[src/rtl/ffba_pkg.sv]
// Package with the shared codes and the sequencer state type of the first-fit allocator.
package ffba_pkg;

    // Width of block offsets and sizes, fixed by the 16-bit request and result fields.
    localparam int ADDR_BITS = 16;

    // Request types.
    localparam logic REQ_ALLOC = 1'b0;
    localparam logic REQ_FREE  = 1'b1;

    // Result status codes.
    localparam logic [1:0] ST_OK       = 2'd0;
    localparam logic [1:0] ST_NO_FIT   = 2'd1;
    localparam logic [1:0] ST_BAD_ADDR = 2'd2;

    // Configuration register indexes.
    localparam logic [1:0] CFG_HEAP_SIZE   = 2'd0;
    localparam logic [1:0] CFG_HEADER_SIZE = 2'd1;

    // Reset values of the configuration registers.
    localparam logic [15:0] HEAP_SIZE_RST   = 16'd1024;
    localparam logic [7:0]  HEADER_SIZE_RST = 8'd24;

    // Sequencer states.
    typedef enum logic [4:0] {
        S_INIT,
        S_IDLE,
        S_A_RD,
        S_A_CHK,
        S_SH_RD,
        S_SH_WR,
        S_SPL_REM,
        S_SPL_CUR,
        S_F_RD,
        S_F_CHK,
        S_F_NRD,
        S_F_NCHK,
        S_F_S1,
        S_F_S2,
        S_F_WR,
        S_RM_RD,
        S_RM_WR,
        S_RESP
    } state_t;

endpackage

[src/rtl/first_fit_block_allocator_unit.sv]
// First-fit block allocator: a sequencer over a block table RAM, with split and coalesce.
//
// The block keeps an address-ordered table of blocks (header offset, payload size, free mark)
// in one RAM of MAX_BLOCKS entries with a registered read port, and handles one transaction at
// a time while stalling its input. Every step goes through that one RAM, so the cost is
// set by the table walk: an allocate scans the entries up to the first fit and, on a split, moves
// every later entry; a free scans the entries up to the match and moves every later entry when
// neighbors are merged. After reset and after a write to the heap size or header size register
// in the idle or init state, the table returns to a single free block at offset 0 before the
// next transaction is accepted. Results sit in an output register, so a new transaction may be
// taken while the last result waits.
module first_fit_block_allocator_unit
    import ffba_pkg::*;
#(
    parameter int MAX_BLOCKS = 32
) (
    input  logic        clk,
    input  logic        rst_n,
    // Configuration write port.
    input  logic        cfg_wr_en,
    input  logic [1:0]  cfg_index,
    input  logic [15:0] cfg_wr_data,
    // Request channel.
    input  logic        in_valid,
    output logic        in_stall,
    input  logic        req_type,
    input  logic [15:0] req_size,
    input  logic [15:0] req_addr,
    // Result channel.
    output logic        out_valid,
    input  logic        out_stall,
    output logic [1:0]  status,
    output logic [15:0] block_addr
);

    localparam int AW   = ADDR_BITS;
    localparam int IW   = $clog2(MAX_BLOCKS);
    localparam int NW   = $clog2(MAX_BLOCKS + 1);
    localparam int CW   = ((AW > 16) ? AW : 16) + 1;
    localparam int EW   = 2 * AW + 1;
    localparam logic [NW:0] MAX_CNT = (NW + 1)'(MAX_BLOCKS);

    state_t state_reg, state_next;

    logic [15:0]   heap_reg;
    logic [7:0]    hdr_reg;
    logic [NW-1:0] count_reg;
    logic [NW-1:0] idx_reg;
    logic [NW-1:0] k_reg;
    logic [15:0]   rsize_reg;
    logic [15:0]   raddr_req_reg;
    logic [AW-1:0] cur_off_reg;
    logic [AW-1:0] cur_size_reg;
    logic [AW-1:0] prev_off_reg;
    logic [AW-1:0] prev_size_reg;
    logic          prev_free_reg;
    logic [AW-1:0] nxt_size_reg;
    logic          nxt_free_reg;
    logic [AW-1:0] merge_reg;
    logic [NW-1:0] j_reg;
    logic [1:0]    r_reg;
    logic [1:0]    res_status_reg;
    logic [15:0]   res_addr_reg;
    logic          out_valid_reg;
    logic [1:0]    out_status_reg;
    logic [15:0]   out_addr_reg;

    // RAM port signals.
    logic          ram_we;
    logic [IW-1:0] ram_waddr;
    logic [EW-1:0] ram_wdata;
    logic [IW-1:0] ram_raddr;
    logic [EW-1:0] ram_rdata;

    ffba_ram #(
        .WIDTH (EW),
        .DEPTH (MAX_BLOCKS)
    ) u_table (
        .clk   (clk),
        .we    (ram_we),
        .waddr (ram_waddr),
        .wdata (ram_wdata),
        .raddr (ram_raddr),
        .rdata (ram_rdata)
    );

    // Fields of the entry read last cycle.
    logic          e_free;
    logic [AW-1:0] e_size;
    logic [AW-1:0] e_off;
    assign e_free = ram_rdata[EW-1];
    assign e_size = ram_rdata[2*AW-1:AW];
    assign e_off  = ram_rdata[AW-1:0];

    // Wide views for compares and sums.
    logic [CW-1:0] e_size_w, e_off_w, req_w, hdr_w, left_w, cur_off_w, cur_size_w;
    logic [CW-1:0] rem_off_w, s1_w, s2_w, init_w, addr_w;
    logic          fit;
    assign e_size_w   = {{(CW-AW){1'b0}}, e_size};
    assign e_off_w    = {{(CW-AW){1'b0}}, e_off};
    assign req_w      = {{(CW-16){1'b0}}, rsize_reg};
    assign addr_w     = {{(CW-16){1'b0}}, raddr_req_reg};
    assign hdr_w      = {{(CW-8){1'b0}}, hdr_reg};
    assign cur_off_w  = {{(CW-AW){1'b0}}, cur_off_reg};
    assign cur_size_w = {{(CW-AW){1'b0}}, cur_size_reg};
    assign left_w     = e_size_w - req_w;
    assign fit        = e_free && (e_size_w >= req_w) && (left_w >= hdr_w);
    assign rem_off_w  = cur_off_w + hdr_w + req_w;
    assign s1_w       = {{(CW-AW){1'b0}}, prev_size_reg} + cur_size_w + hdr_w;
    assign s2_w       = {{(CW-AW){1'b0}}, merge_reg} + {{(CW-AW){1'b0}}, nxt_size_reg} + hdr_w;
    assign init_w     = (heap_reg > {8'd0, hdr_reg})
                        ? {{(CW-16){1'b0}}, heap_reg - {8'd0, hdr_reg}} : '0;

    // Loop bounds.
    logic [NW:0] idx_ext, idx_p1, k_ext, kr_sum, count_ext;
    assign idx_ext   = {1'b0, idx_reg};
    assign idx_p1    = idx_ext + 1'b1;
    assign k_ext     = {1'b0, k_reg};
    assign kr_sum    = k_ext + {{(NW-1){1'b0}}, r_reg};
    assign count_ext = {1'b0, count_reg};

    logic cfg_hit;
    assign cfg_hit = cfg_wr_en && ((cfg_index == CFG_HEAP_SIZE) || (cfg_index == CFG_HEADER_SIZE));

    logic out_free;
    assign out_free = !out_valid_reg || !out_stall;

    // Size of the free remainder of a split block.
    function automatic logic [AW-1:0] s2_rem(input logic [CW-1:0] size_w);
        logic [CW-1:0] diff;
        diff = size_w - req_w - hdr_w;
        return diff[AW-1:0];
    endfunction

    // Next state.
    always_comb
    begin
        state_next = state_reg;
        unique case (state_reg)
            S_INIT:    state_next = cfg_hit ? S_INIT : S_IDLE;
            S_IDLE:
            begin
                if (cfg_hit)
                    state_next = S_INIT;
                else if (!cfg_wr_en && in_valid)
                    state_next = (req_type == REQ_ALLOC) ? S_A_RD : S_F_RD;
            end
            S_A_RD:    state_next = (idx_ext >= count_ext) ? S_RESP : S_A_CHK;
            S_A_CHK:
            begin
                if (!fit)
                    state_next = S_A_RD;
                else if (left_w == hdr_w || count_ext >= MAX_CNT)
                    state_next = S_RESP;
                else
                    state_next = S_SH_RD;
            end
            S_SH_RD:   state_next = (k_ext > idx_p1) ? S_SH_WR : S_SPL_REM;
            S_SH_WR:   state_next = S_SH_RD;
            S_SPL_REM: state_next = S_SPL_CUR;
            S_SPL_CUR: state_next = S_RESP;
            S_F_RD:    state_next = (idx_ext >= count_ext) ? S_RESP : S_F_CHK;
            S_F_CHK:   state_next = (e_off_w == addr_w) ? S_F_NRD : S_F_RD;
            S_F_NRD:   state_next = (idx_p1 < count_ext) ? S_F_NCHK : S_F_S1;
            S_F_NCHK:  state_next = S_F_S1;
            S_F_S1:    state_next = S_F_S2;
            S_F_S2:    state_next = S_F_WR;
            S_F_WR:    state_next = S_RM_RD;
            S_RM_RD:   state_next = (r_reg != 2'd0 && kr_sum < count_ext) ? S_RM_WR : S_RESP;
            S_RM_WR:   state_next = S_RM_RD;
            S_RESP:    state_next = out_free ? S_IDLE : S_RESP;
            default:   state_next = S_INIT;
        endcase
    end

    // RAM controls and the input stall.
    always_comb
    begin
        ram_we    = 1'b0;
        ram_waddr = idx_reg[IW-1:0];
        ram_wdata = {1'b0, e_size, e_off};
        ram_raddr = idx_reg[IW-1:0];
        in_stall  = (state_reg != S_IDLE) || cfg_wr_en;
        unique case (state_reg)
            S_INIT:
            begin
                ram_we    = 1'b1;
                ram_waddr = '0;
                ram_wdata = {1'b1, init_w[AW-1:0], {AW{1'b0}}};
            end
            S_A_CHK:
            begin
                ram_we = fit && (left_w == hdr_w || count_ext >= MAX_CNT);
            end
            S_SH_RD:
            begin
                ram_raddr = k_reg[IW-1:0] - 1'b1;
            end
            S_SH_WR:
            begin
                ram_we    = 1'b1;
                ram_waddr = k_reg[IW-1:0];
                ram_wdata = ram_rdata;
            end
            S_SPL_REM:
            begin
                ram_we    = 1'b1;
                ram_waddr = idx_p1[IW-1:0];
                ram_wdata = {1'b1, s2_rem(cur_size_w), rem_off_w[AW-1:0]};
            end
            S_SPL_CUR:
            begin
                ram_we    = 1'b1;
                ram_wdata = {1'b0, req_w[AW-1:0], cur_off_reg};
            end
            S_F_NRD:
            begin
                ram_raddr = idx_p1[IW-1:0];
            end
            S_F_WR:
            begin
                ram_we    = 1'b1;
                ram_waddr = j_reg[IW-1:0];
                ram_wdata = {1'b1, merge_reg, (r_reg != 2'd0 && prev_free_reg)
                             ? prev_off_reg : cur_off_reg};
            end
            S_RM_RD:
            begin
                ram_raddr = kr_sum[IW-1:0];
            end
            S_RM_WR:
            begin
                ram_we    = 1'b1;
                ram_waddr = k_reg[IW-1:0];
                ram_wdata = ram_rdata;
            end
            default:
            begin
                ram_we = 1'b0;
            end
        endcase
    end

    // Control registers.
    always_ff @(posedge clk or negedge rst_n)
    begin
        if (!rst_n)
        begin
            state_reg     <= S_INIT;
            heap_reg      <= HEAP_SIZE_RST;
            hdr_reg       <= HEADER_SIZE_RST;
            count_reg     <= NW'(1);
            out_valid_reg <= 1'b0;
        end
        else
        begin
            state_reg <= state_next;
            if ((state_reg == S_IDLE || state_reg == S_INIT) && cfg_wr_en)
            begin
                if (cfg_index == CFG_HEAP_SIZE)
                    heap_reg <= cfg_wr_data;
                else if (cfg_index == CFG_HEADER_SIZE)
                    hdr_reg <= cfg_wr_data[7:0];
            end
            if (state_reg == S_INIT)
                count_reg <= NW'(1);
            else if (state_reg == S_SPL_CUR)
                count_reg <= count_reg + 1'b1;
            else if (state_reg == S_RM_RD && kr_sum >= count_ext)
                count_reg <= count_reg - NW'(r_reg);
            if (state_reg == S_RESP && out_free)
                out_valid_reg <= 1'b1;
            else if (!out_stall)
                out_valid_reg <= 1'b0;
        end
    end

    // Working and payload registers.
    always_ff @(posedge clk)
    begin
        unique case (state_reg)
            S_IDLE:
            begin
                rsize_reg     <= req_size;
                raddr_req_reg <= req_addr;
                idx_reg       <= '0;
                prev_free_reg <= 1'b0;
            end
            S_A_RD:
            begin
                res_status_reg <= ST_NO_FIT;
                res_addr_reg   <= '0;
            end
            S_A_CHK:
            begin
                if (fit)
                begin
                    cur_off_reg    <= e_off;
                    cur_size_reg   <= e_size;
                    k_reg          <= count_reg;
                    res_status_reg <= ST_OK;
                    res_addr_reg   <= e_off_w[15:0];
                end
                else
                begin
                    idx_reg <= idx_reg + 1'b1;
                end
            end
            S_SH_WR:
            begin
                k_reg <= k_reg - 1'b1;
            end
            S_F_RD:
            begin
                res_status_reg <= ST_BAD_ADDR;
                res_addr_reg   <= '0;
                nxt_free_reg   <= 1'b0;
            end
            S_F_CHK:
            begin
                if (e_off_w == addr_w)
                begin
                    cur_off_reg  <= e_off;
                    cur_size_reg <= e_size;
                end
                else
                begin
                    prev_off_reg  <= e_off;
                    prev_size_reg <= e_size;
                    prev_free_reg <= e_free;
                    idx_reg       <= idx_reg + 1'b1;
                end
            end
            S_F_NCHK:
            begin
                nxt_free_reg <= e_free;
                nxt_size_reg <= e_size;
            end
            S_F_S1:
            begin
                merge_reg <= prev_free_reg ? s1_w[AW-1:0] : cur_size_reg;
            end
            S_F_S2:
            begin
                if (nxt_free_reg)
                    merge_reg <= s2_w[AW-1:0];
                j_reg <= prev_free_reg ? idx_reg - 1'b1 : idx_reg;
                r_reg <= {1'b0, prev_free_reg} + {1'b0, nxt_free_reg};
            end
            S_F_WR:
            begin
                k_reg          <= j_reg + 1'b1;
                res_status_reg <= ST_OK;
                res_addr_reg   <= '0;
            end
            S_RM_WR:
            begin
                k_reg <= k_reg + 1'b1;
            end
            S_RESP:
            begin
                if (out_free)
                begin
                    out_status_reg <= res_status_reg;
                    out_addr_reg   <= res_addr_reg;
                end
            end
            default:
            begin
                idx_reg <= idx_reg;
            end
        endcase
    end

    assign out_valid  = out_valid_reg;
    assign status     = out_status_reg;
    assign block_addr = out_addr_reg;

endmodule

[src/rtl/ffba_ram.sv]
// Generic single-write, single-read RAM with a registered read port.
module ffba_ram #(
    parameter int WIDTH = 8,
    parameter int DEPTH = 32
) (
    input  logic                     clk,
    input  logic                     we,
    input  logic [$clog2(DEPTH)-1:0] waddr,
    input  logic [WIDTH-1:0]         wdata,
    input  logic [$clog2(DEPTH)-1:0] raddr,
    output logic [WIDTH-1:0]         rdata
);

    logic [WIDTH-1:0] mem [DEPTH];

    // Write port and registered read port.
    always_ff @(posedge clk)
    begin
        if (we)
        begin
            mem[waddr] <= wdata;
        end
        rdata <= mem[raddr];
    end

endmodule
[config.mk]
export PLATFORM = sky130hd
export DESIGN_NAME = first_fit_block_allocator_unit
export DESIGN_NICKNAME = d
export VERILOG_FILES = /design/src/rtl/ffba_pkg.sv /design/src/rtl/first_fit_block_allocator_unit.sv /design/src/rtl/ffba_ram.sv
export SDC_FILE = /design/constraint.sdc
export NUM_CORES = 2
export LEC_CHECK = 0
export BUFFER_PORTS_ARGS = -buffer_cell sky130_fd_sc_hd__buf_2
export CORE_MARGIN = 2
export CORE_UTILIZATION = 62
export DETAILED_ROUTE_END_ITERATION = 8
export HOLD_SLACK_MARGIN = 0.08
export PLACE_DENSITY = 0.79
export SYNTH_ARGS = -nofsm -noshare
export SYNTH_HDL_FRONTEND = slang
export SYNTH_HIERARCHICAL = 1
export SYNTH_SLANG_ARGS = --single-unit
[constraint.sdc]
create_clock -name clk -period 6.75 [get_ports clk]
set_input_delay 0 -clock clk [delete_from_list [all_inputs] [get_ports clk]]
set_output_delay 0 -clock clk [all_outputs]
set_load 0.02 [all_outputs]
**Word level (Yosys, flattened, before mapping)**

Memories as Yosys holds them, arrays and structs flattened. A register that Yosys moved wholly into a read port is not among the register bits.
Cells that the tools add are included.

- Magnitude comparators: 9
- Divide/modulo/power cells: 0
- Bitwise gates (word level): 2
- $mul: 0
- Add/subtract/negate cells: 21
- Multiplexer cells: 48
- Equality and inequality tests: 28
- Reductions and logical operators: 45
- Shift-type cells: 0

Operators by type and width:

| operator | count |
|---|---|
| $pmux 33 s5 | 1 |
| $mux 16 | 8 |
| $pmux 16 s2 | 4 |
| $pmux 5 s17 | 1 |
| $add 16x16->16 | 3 |
| $add 16x8->16 | 3 |
| $mux 6 | 7 |
| $eq 5x4->1 const B | 8 |
| $mux 5 | 7 |
| $sub 16x8->16 | 2 |
| $add 6x1->6 const B | 4 |
| $pmux 6 s4 | 1 |
| $eq 5x3->1 const B | 4 |
| $pmux 5 s4 | 1 |
| $pmux 6 s3 | 1 |
| $eq 17x8->1 | 1 |
| $ge 17x8->1 | 1 |
| $sub 16x16->17 | 1 |
| $eq 16x16->1 | 1 |
| $ge 16x16->1 | 1 |
| $gt 16x8->1 | 1 |
| $reduce_and 2->1 | 8 |
| $sub 16x16->16 | 1 |
| $pmux 5 s3 | 1 |
| 38 further kinds | 82 |

- Latch bits: 0
- RAM bits: 1056
- Memory bits (read-only): 0
- Bits in registers: 222
- Output and inout bits: 20
- Logic and storage cells: 177
- Memories: 1

Memories:

| name | words | bits a word | rd ports | clocked after memory_dff | write ports | RTL line | source |
|---|---|---|---|---|---|---|---|
| u_table.mem | 32 | 33 | 1 | 1 | 1 | ffba_ram.sv:14 | `logic [WIDTH-1:0] mem [DEPTH];` |

**Depth between registers and ports, before layout**

- Word-level depth: 7
- Mapped depth: 18

**Modules after synthesis**

The synthesis kept the hierarchy.

By module, submodules not included:

| module | cells each | seq. area each (µm²) | times used | area an instance (µm²) |
|---|---|---|---|---|
| ffba_ram | 2332 | 32371.0 | 1 | 41813.9 |
| first_fit_block_allocator_unit | 1507 | 6491.2 | 1 | 15895.2 |

**Worst setup path before layout**

Ideal clock, no wire load.

- Path type: register to register
- Start: register rsize_reg[0]
- End: memory u_table/mem[28][0] in the netlist's numbering (enable)
- Stages on the path, launching flop included: 14
- Data required time: 6327 ps
- Data arrival time: 5022 ps
- Setup slack: 1305 ps
- Path buffers: 1
- Path through: edfxtp_1 -> ha_1 -> fa_1 -> nand2b_1 -> a211o_1 -> a221o_1 -> a211o_1 -> a221oi_1 -> o2111a_1 -> a31oi_1 -> o21ai_0 -> or3b_2 -> clkbuf_1 -> nor2_1

- Word-level cells in the longest chain between the ends: 7

Ends and longest elaborated chain:

| what | RTL line | source |
|---|---|---|
| from (decl) | first_fit_block_allocator_unit.sv:50 | `logic [15:0] rsize_reg;` |
| from (signal assigned) | first_fit_block_allocator_unit.sv:284 | `rsize_reg <= req_size;` |
| $sub 16x16->17 or $ge 16x16->1 (tied branches) | first_fit_block_allocator_unit.sv:106, first_fit_block_allocator_unit.sv:107 |  |
| $ge 17x8->1, or another cell as far along | first_fit_block_allocator_unit.sv:107 | `assign fit = e_free && (e_size_w >= req_w) && (left_w >= hdr_w);` |
| $logic_and 1x1->1 or $logic_or 1x1->1 (tied branches) | first_fit_block_allocator_unit.sv:107, first_fit_block_allocator_unit.sv:193 |  |
| $logic_and 1x1->1 (*) | first_fit_block_allocator_unit.sv:193 | `ram_we = fit && (left_w == hdr_w \|\| count_ext >= MAX_CNT);` |
| $pmux 1 s2 (*) | first_fit_block_allocator_unit.sv:184 | `unique case (state_reg)` |
| named net ram_we | first_fit_block_allocator_unit.sv:69 | `logic ram_we;` |
| $mux 1 (*) | ffba_ram.sv:19 | `if (we)` |
| $mux 1 (not written as such) (*) | ffba_ram.sv:21 | `mem[waddr] <= wdata;` |
| to (decl) | ffba_ram.sv:14 |  |

The timed path passes the listed nets; every way through them passes the cells marked *.

**Final worst setup path**

- Start: register rsize_reg[0]
- End: memory u_table/mem[20][22] in the netlist's numbering (enable)

Same word-level chain as after synthesis.

==> flow_summary.json <==
{
  "reg_top3": "u_table/mem x1056, u_table/rdata x33",
  "ir_worst_vdd_mv": 0.529,
  "ys.flop_type": "edfxtp_1",
  "drt-pass1-iter-count": 8,
  "internal_power_w": 0.0214,
  "cts_tree": "yes",
  "core_region_area_sq_um": 91900,
  "swShare_pct": 41.7,
  "path_max_fanout": 16,
  "regMostFlops": "u_table/mem",
  "synthesis.area_sq_um": 57700,
  "finalCritPeriodShare_pct": 83.8,
  "cts_setup_buffers": 0,
  "wire_per_inst_microns": 28.2,
  "antenna_found_initial": 9,
  "synth-edff-count": 1242,
  "ctsHtreeMaxLevel": 4,
  "clk_pin_slew_ns": 0.06,
  "setup_viol": 0,
  "grt_usage_pct": 32.4,
  "cp.arrival_ns": 6.10,
  "nFillCells": 5719,
  "path_cells": "ha_1, fa_1, nand2b_1, a211o_1, nor2b_1, xnor2_1, ha_1, nand4_1, nor2_1, nor3_1, nand4b_4, o211ai_1, o21ai_0, or3b_2, nor2_4, buf_4",
  "ys_seq_area_share_pct": 67.3,
  "place_area_sq_um": 60100,
  "dp.cells": 5089,
  "worstHoldPathCells": 3,
  "io_pins": 76,
  "std_cell_rows": 111,
  "drc": 0,
  "grt_max_degree": 105,
  "worstPathRequired_ns": 7.19,
  "final_cells": 5453,
  "synthDistinctLibCells": 79,
  "worst-path-buf-inv": 1,
  "pwr-share-seq_pct": 35.8,
  "viasPerCell": 6.58,
  "area_growth_pct": 13.6,
  "combPwrFrac_pct": 44.9,
  "clockRootBuffer": "clkbuf_16",
  "holdPathEnd": "hdr_reg[6]",
  "cellPowerDensity_nw_per_um2": 561,
  "async_flop_share_pct": 2.75,
  "syn-num-nets": 4091,
  "dp_hpwl_mm": 97.9,
  "grt_pass1_vias": 34999,
  "drive_gt1_share_pct": 11.8,
  "fmax_mhz": 177,
  "synth_top_cell_by_area": "edfxtp_1",
  "largest_register_ffs": 1056,
  "use_met1_pct": 43.7,
  "top_usage_layer": "met2",
  "dieWidth_microns": 309,
  "cts-resized-gates": 0,
  "max_cap_viol_count": 0,
  "grt.met2_usage_pct": 51.5,
  "syn_inst": 3839,
  "worstMarginPinSlew_ns": 1.22,
  "setup_tns_ns": 0,
  "initial_core_util_pct": 62.8,
  "outcome": "completed",
  "slew_headroom_pct": 17.6,
  "routed_wl_mm": 154,
  "path_class": "flop to flop",
  "cpPeakStageDelay_ns": 0.78,
  "portBuffers": 75,
  "detail-route-antenna-nets": 0,
  "dieArea_sq_um": 95500,
  "hold_class": "input pin to flop",
  "place_congestion": 0.963,
  "ys_seq_elements": 1311,
  "yosysTopAreaCellShare_pct": 64.6,
  "period_minus_slack_ns": 5.65,
  "avgSynthCellArea_sq_um": 15.0,
  "met3_usage_pct": 6.65,
  "cts_made_buffers": 132,
  "ctsHoldBuffers": 120,
  "vias": 35862,
  "rsz0062_at_grt": "false",
  "r2r_slack_ns": 1.10,
  "seq_area_sq_um": 38900,
  "die_h_microns": 309,
  "clkPwrFrac_pct": 19.3,
  "crit-reg2reg-launch": "rsize_reg[0]",
  "initialDrtViolationCount": 4863,
  "synth.yosys.warnings": 6,
  "clk_latency_ns": 0.76,
  "clock_sinks": 1311,
  "cp_top_family": "simple AND/OR/NAND/NOR gates",
  "slew_violations": 0,
  "endpoint_kind": "flop",
  "skew_ns": 0.0480,
  "crit_path_top_delay_cell": "or3b_2",
  "path_common_cell": "ha_1",
  "ff2ff_path_depth": 16,
  "clockBufferDepth": 3,
  "grt_pass1_wl_mm": 225,
  "grt_remaining_overflow": 0,
  "critPathLaunchType": "flop",
  "power.leakage_nw": 23.5,
  "final_nets": 4353,
  "multi_input_area_sq_um": 18000,
  "synthTopCellsByArea": "edfxtp_1 (65%), mux2i_1 (9.3%), ha_1 (3.4%)",
  "finalHoldViolCount": 0,
  "final_area_sq_um": 65600,
  "worstHoldStart": "cfg_wr_data[6]",
  "power.switching_w": 0.0153,
  "r2r-end": "u_table/mem[20][22]"
}
-- power groups by stage --
stage               clock network, W  logic, W  registers (W)
global route                 0.00749    0.0173         0.0132
global placement                   0    0.0155         0.0132
floorplan                          0   0.00987         0.0130
detailed placement                 0    0.0158         0.0133
CTS                          0.00715    0.0160         0.0131
finish                       0.00710    0.0165         0.0132
-- layer usage --
metal / wire, microns / part of all wire, %
met2: 72600 / 47
met3: 15800 / 10
met1: 58100 / 38
met4: 7020 / 4.6
met5: 46 / 0.030
-- cell usage after synthesis (36+ instances only) --
master       n
a21oi_1    189
nand3_1    136
nor3_1      71
o21ai_0     67
edfxtp_1  1242
ha_1       157
xor2_1      59
clkbuf_1    77
buf_2       38
a21o_1      36
nor2_1     142
mux2i_1    538
xnor2_1     49
a22oi_1    103
inv_1       98
a31oi_1     46
fa_1        39
a22o_1      68
nand2_1    190
-- cells in the final DEF (no fill, tap or decap), types with 102 or more instances in the layout --
| cell type | n |
|---|---|
| nand2_1 | 186 |
| a22oi_1 | 103 |
| edfxtp_1 | 1242 |
| dlygate4sd3_1 | 120 |
| ha_1 | 157 |
| clkbuf_16 | 133 |
| a21oi_1 | 188 |
| nor2_1 | 108 |
| mux2i_1 | 538 |
| nand3_1 | 135 |
| buf_4 | 102 |
-- worst max-delay path by stage --
stage / start / endpoint / slack (ns) / depth (start not counted)
2_1_floorplan: rsize_reg[0] / u_table/mem[28][0] / 1.30 / 13
3_3_place_gp: rsize_reg[0] / u_table/mem[20][21] / 1.24 / 13
4_1_cts: rsize_reg[0] / u_table/mem[20][22] / 1.18 / 13
6_report: rsize_reg[0] / u_table/mem[20][22] / 1.10 / 16
3_5_place_dp: rsize_reg[0] / u_table/mem[20][31] / 1.19 / 13
5_1_grt: rsize_reg[1] / u_table/mem[20][18] / 0.86 / 17
-- stage by stage --
stage / total power, W / util (%) / hold WS (ns) / worst slack (ns)
after floorplan: 0.0229 / - / -0.296 / 1.30
after CTS: 0.0363 / 71.3 / 0.0840 / 1.18
after global routing: 0.0381 / 71.3 / 0.111 / 0.857
after global placement: 0.0288 / 65.4 / 0.178 / 1.24
final: 0.0368 / 71.3 / 0.125 / 1.10
after detailed placement: 0.0291 / 65.4 / 0.178 / 1.19
-- cell families after synthesis --
family / synth area share, %
compound gates: 8.31
xor+xnor: 1.64
fa+ha+maj: 4.76
buf+inv: 2.45
flops: 67.3
mux: 9.86
simple gates: 5.64
-- worst reg2reg max path, delay by kind of cell, from the launching register on --
family / cells / cell delay, ns
flip-flops: 1 / 0.45
buffers and inverters: 1 / 0.30
AND/OR/NAND/NOR: 8 / 2.17
AO/OA/AOI/OAI: 3 / 1.30
adder cells (fa/ha/maj): 3 / 1.00
XOR/XNOR: 1 / 0.13
-- area by class of cell --
type                            count  area share (%)
Multi-Input combinational cell   2247            27.4
Sequential cell                  1311            59.3
Inverter                          100           0.572
Timing Repair Buffer              309            3.94
Antenna cell                        6          0.0229
Tap cell                         1243            2.37
Clock buffer                      173            5.38
Clock inverter                     64            1.06
Power figures use the tool's default switching activity.
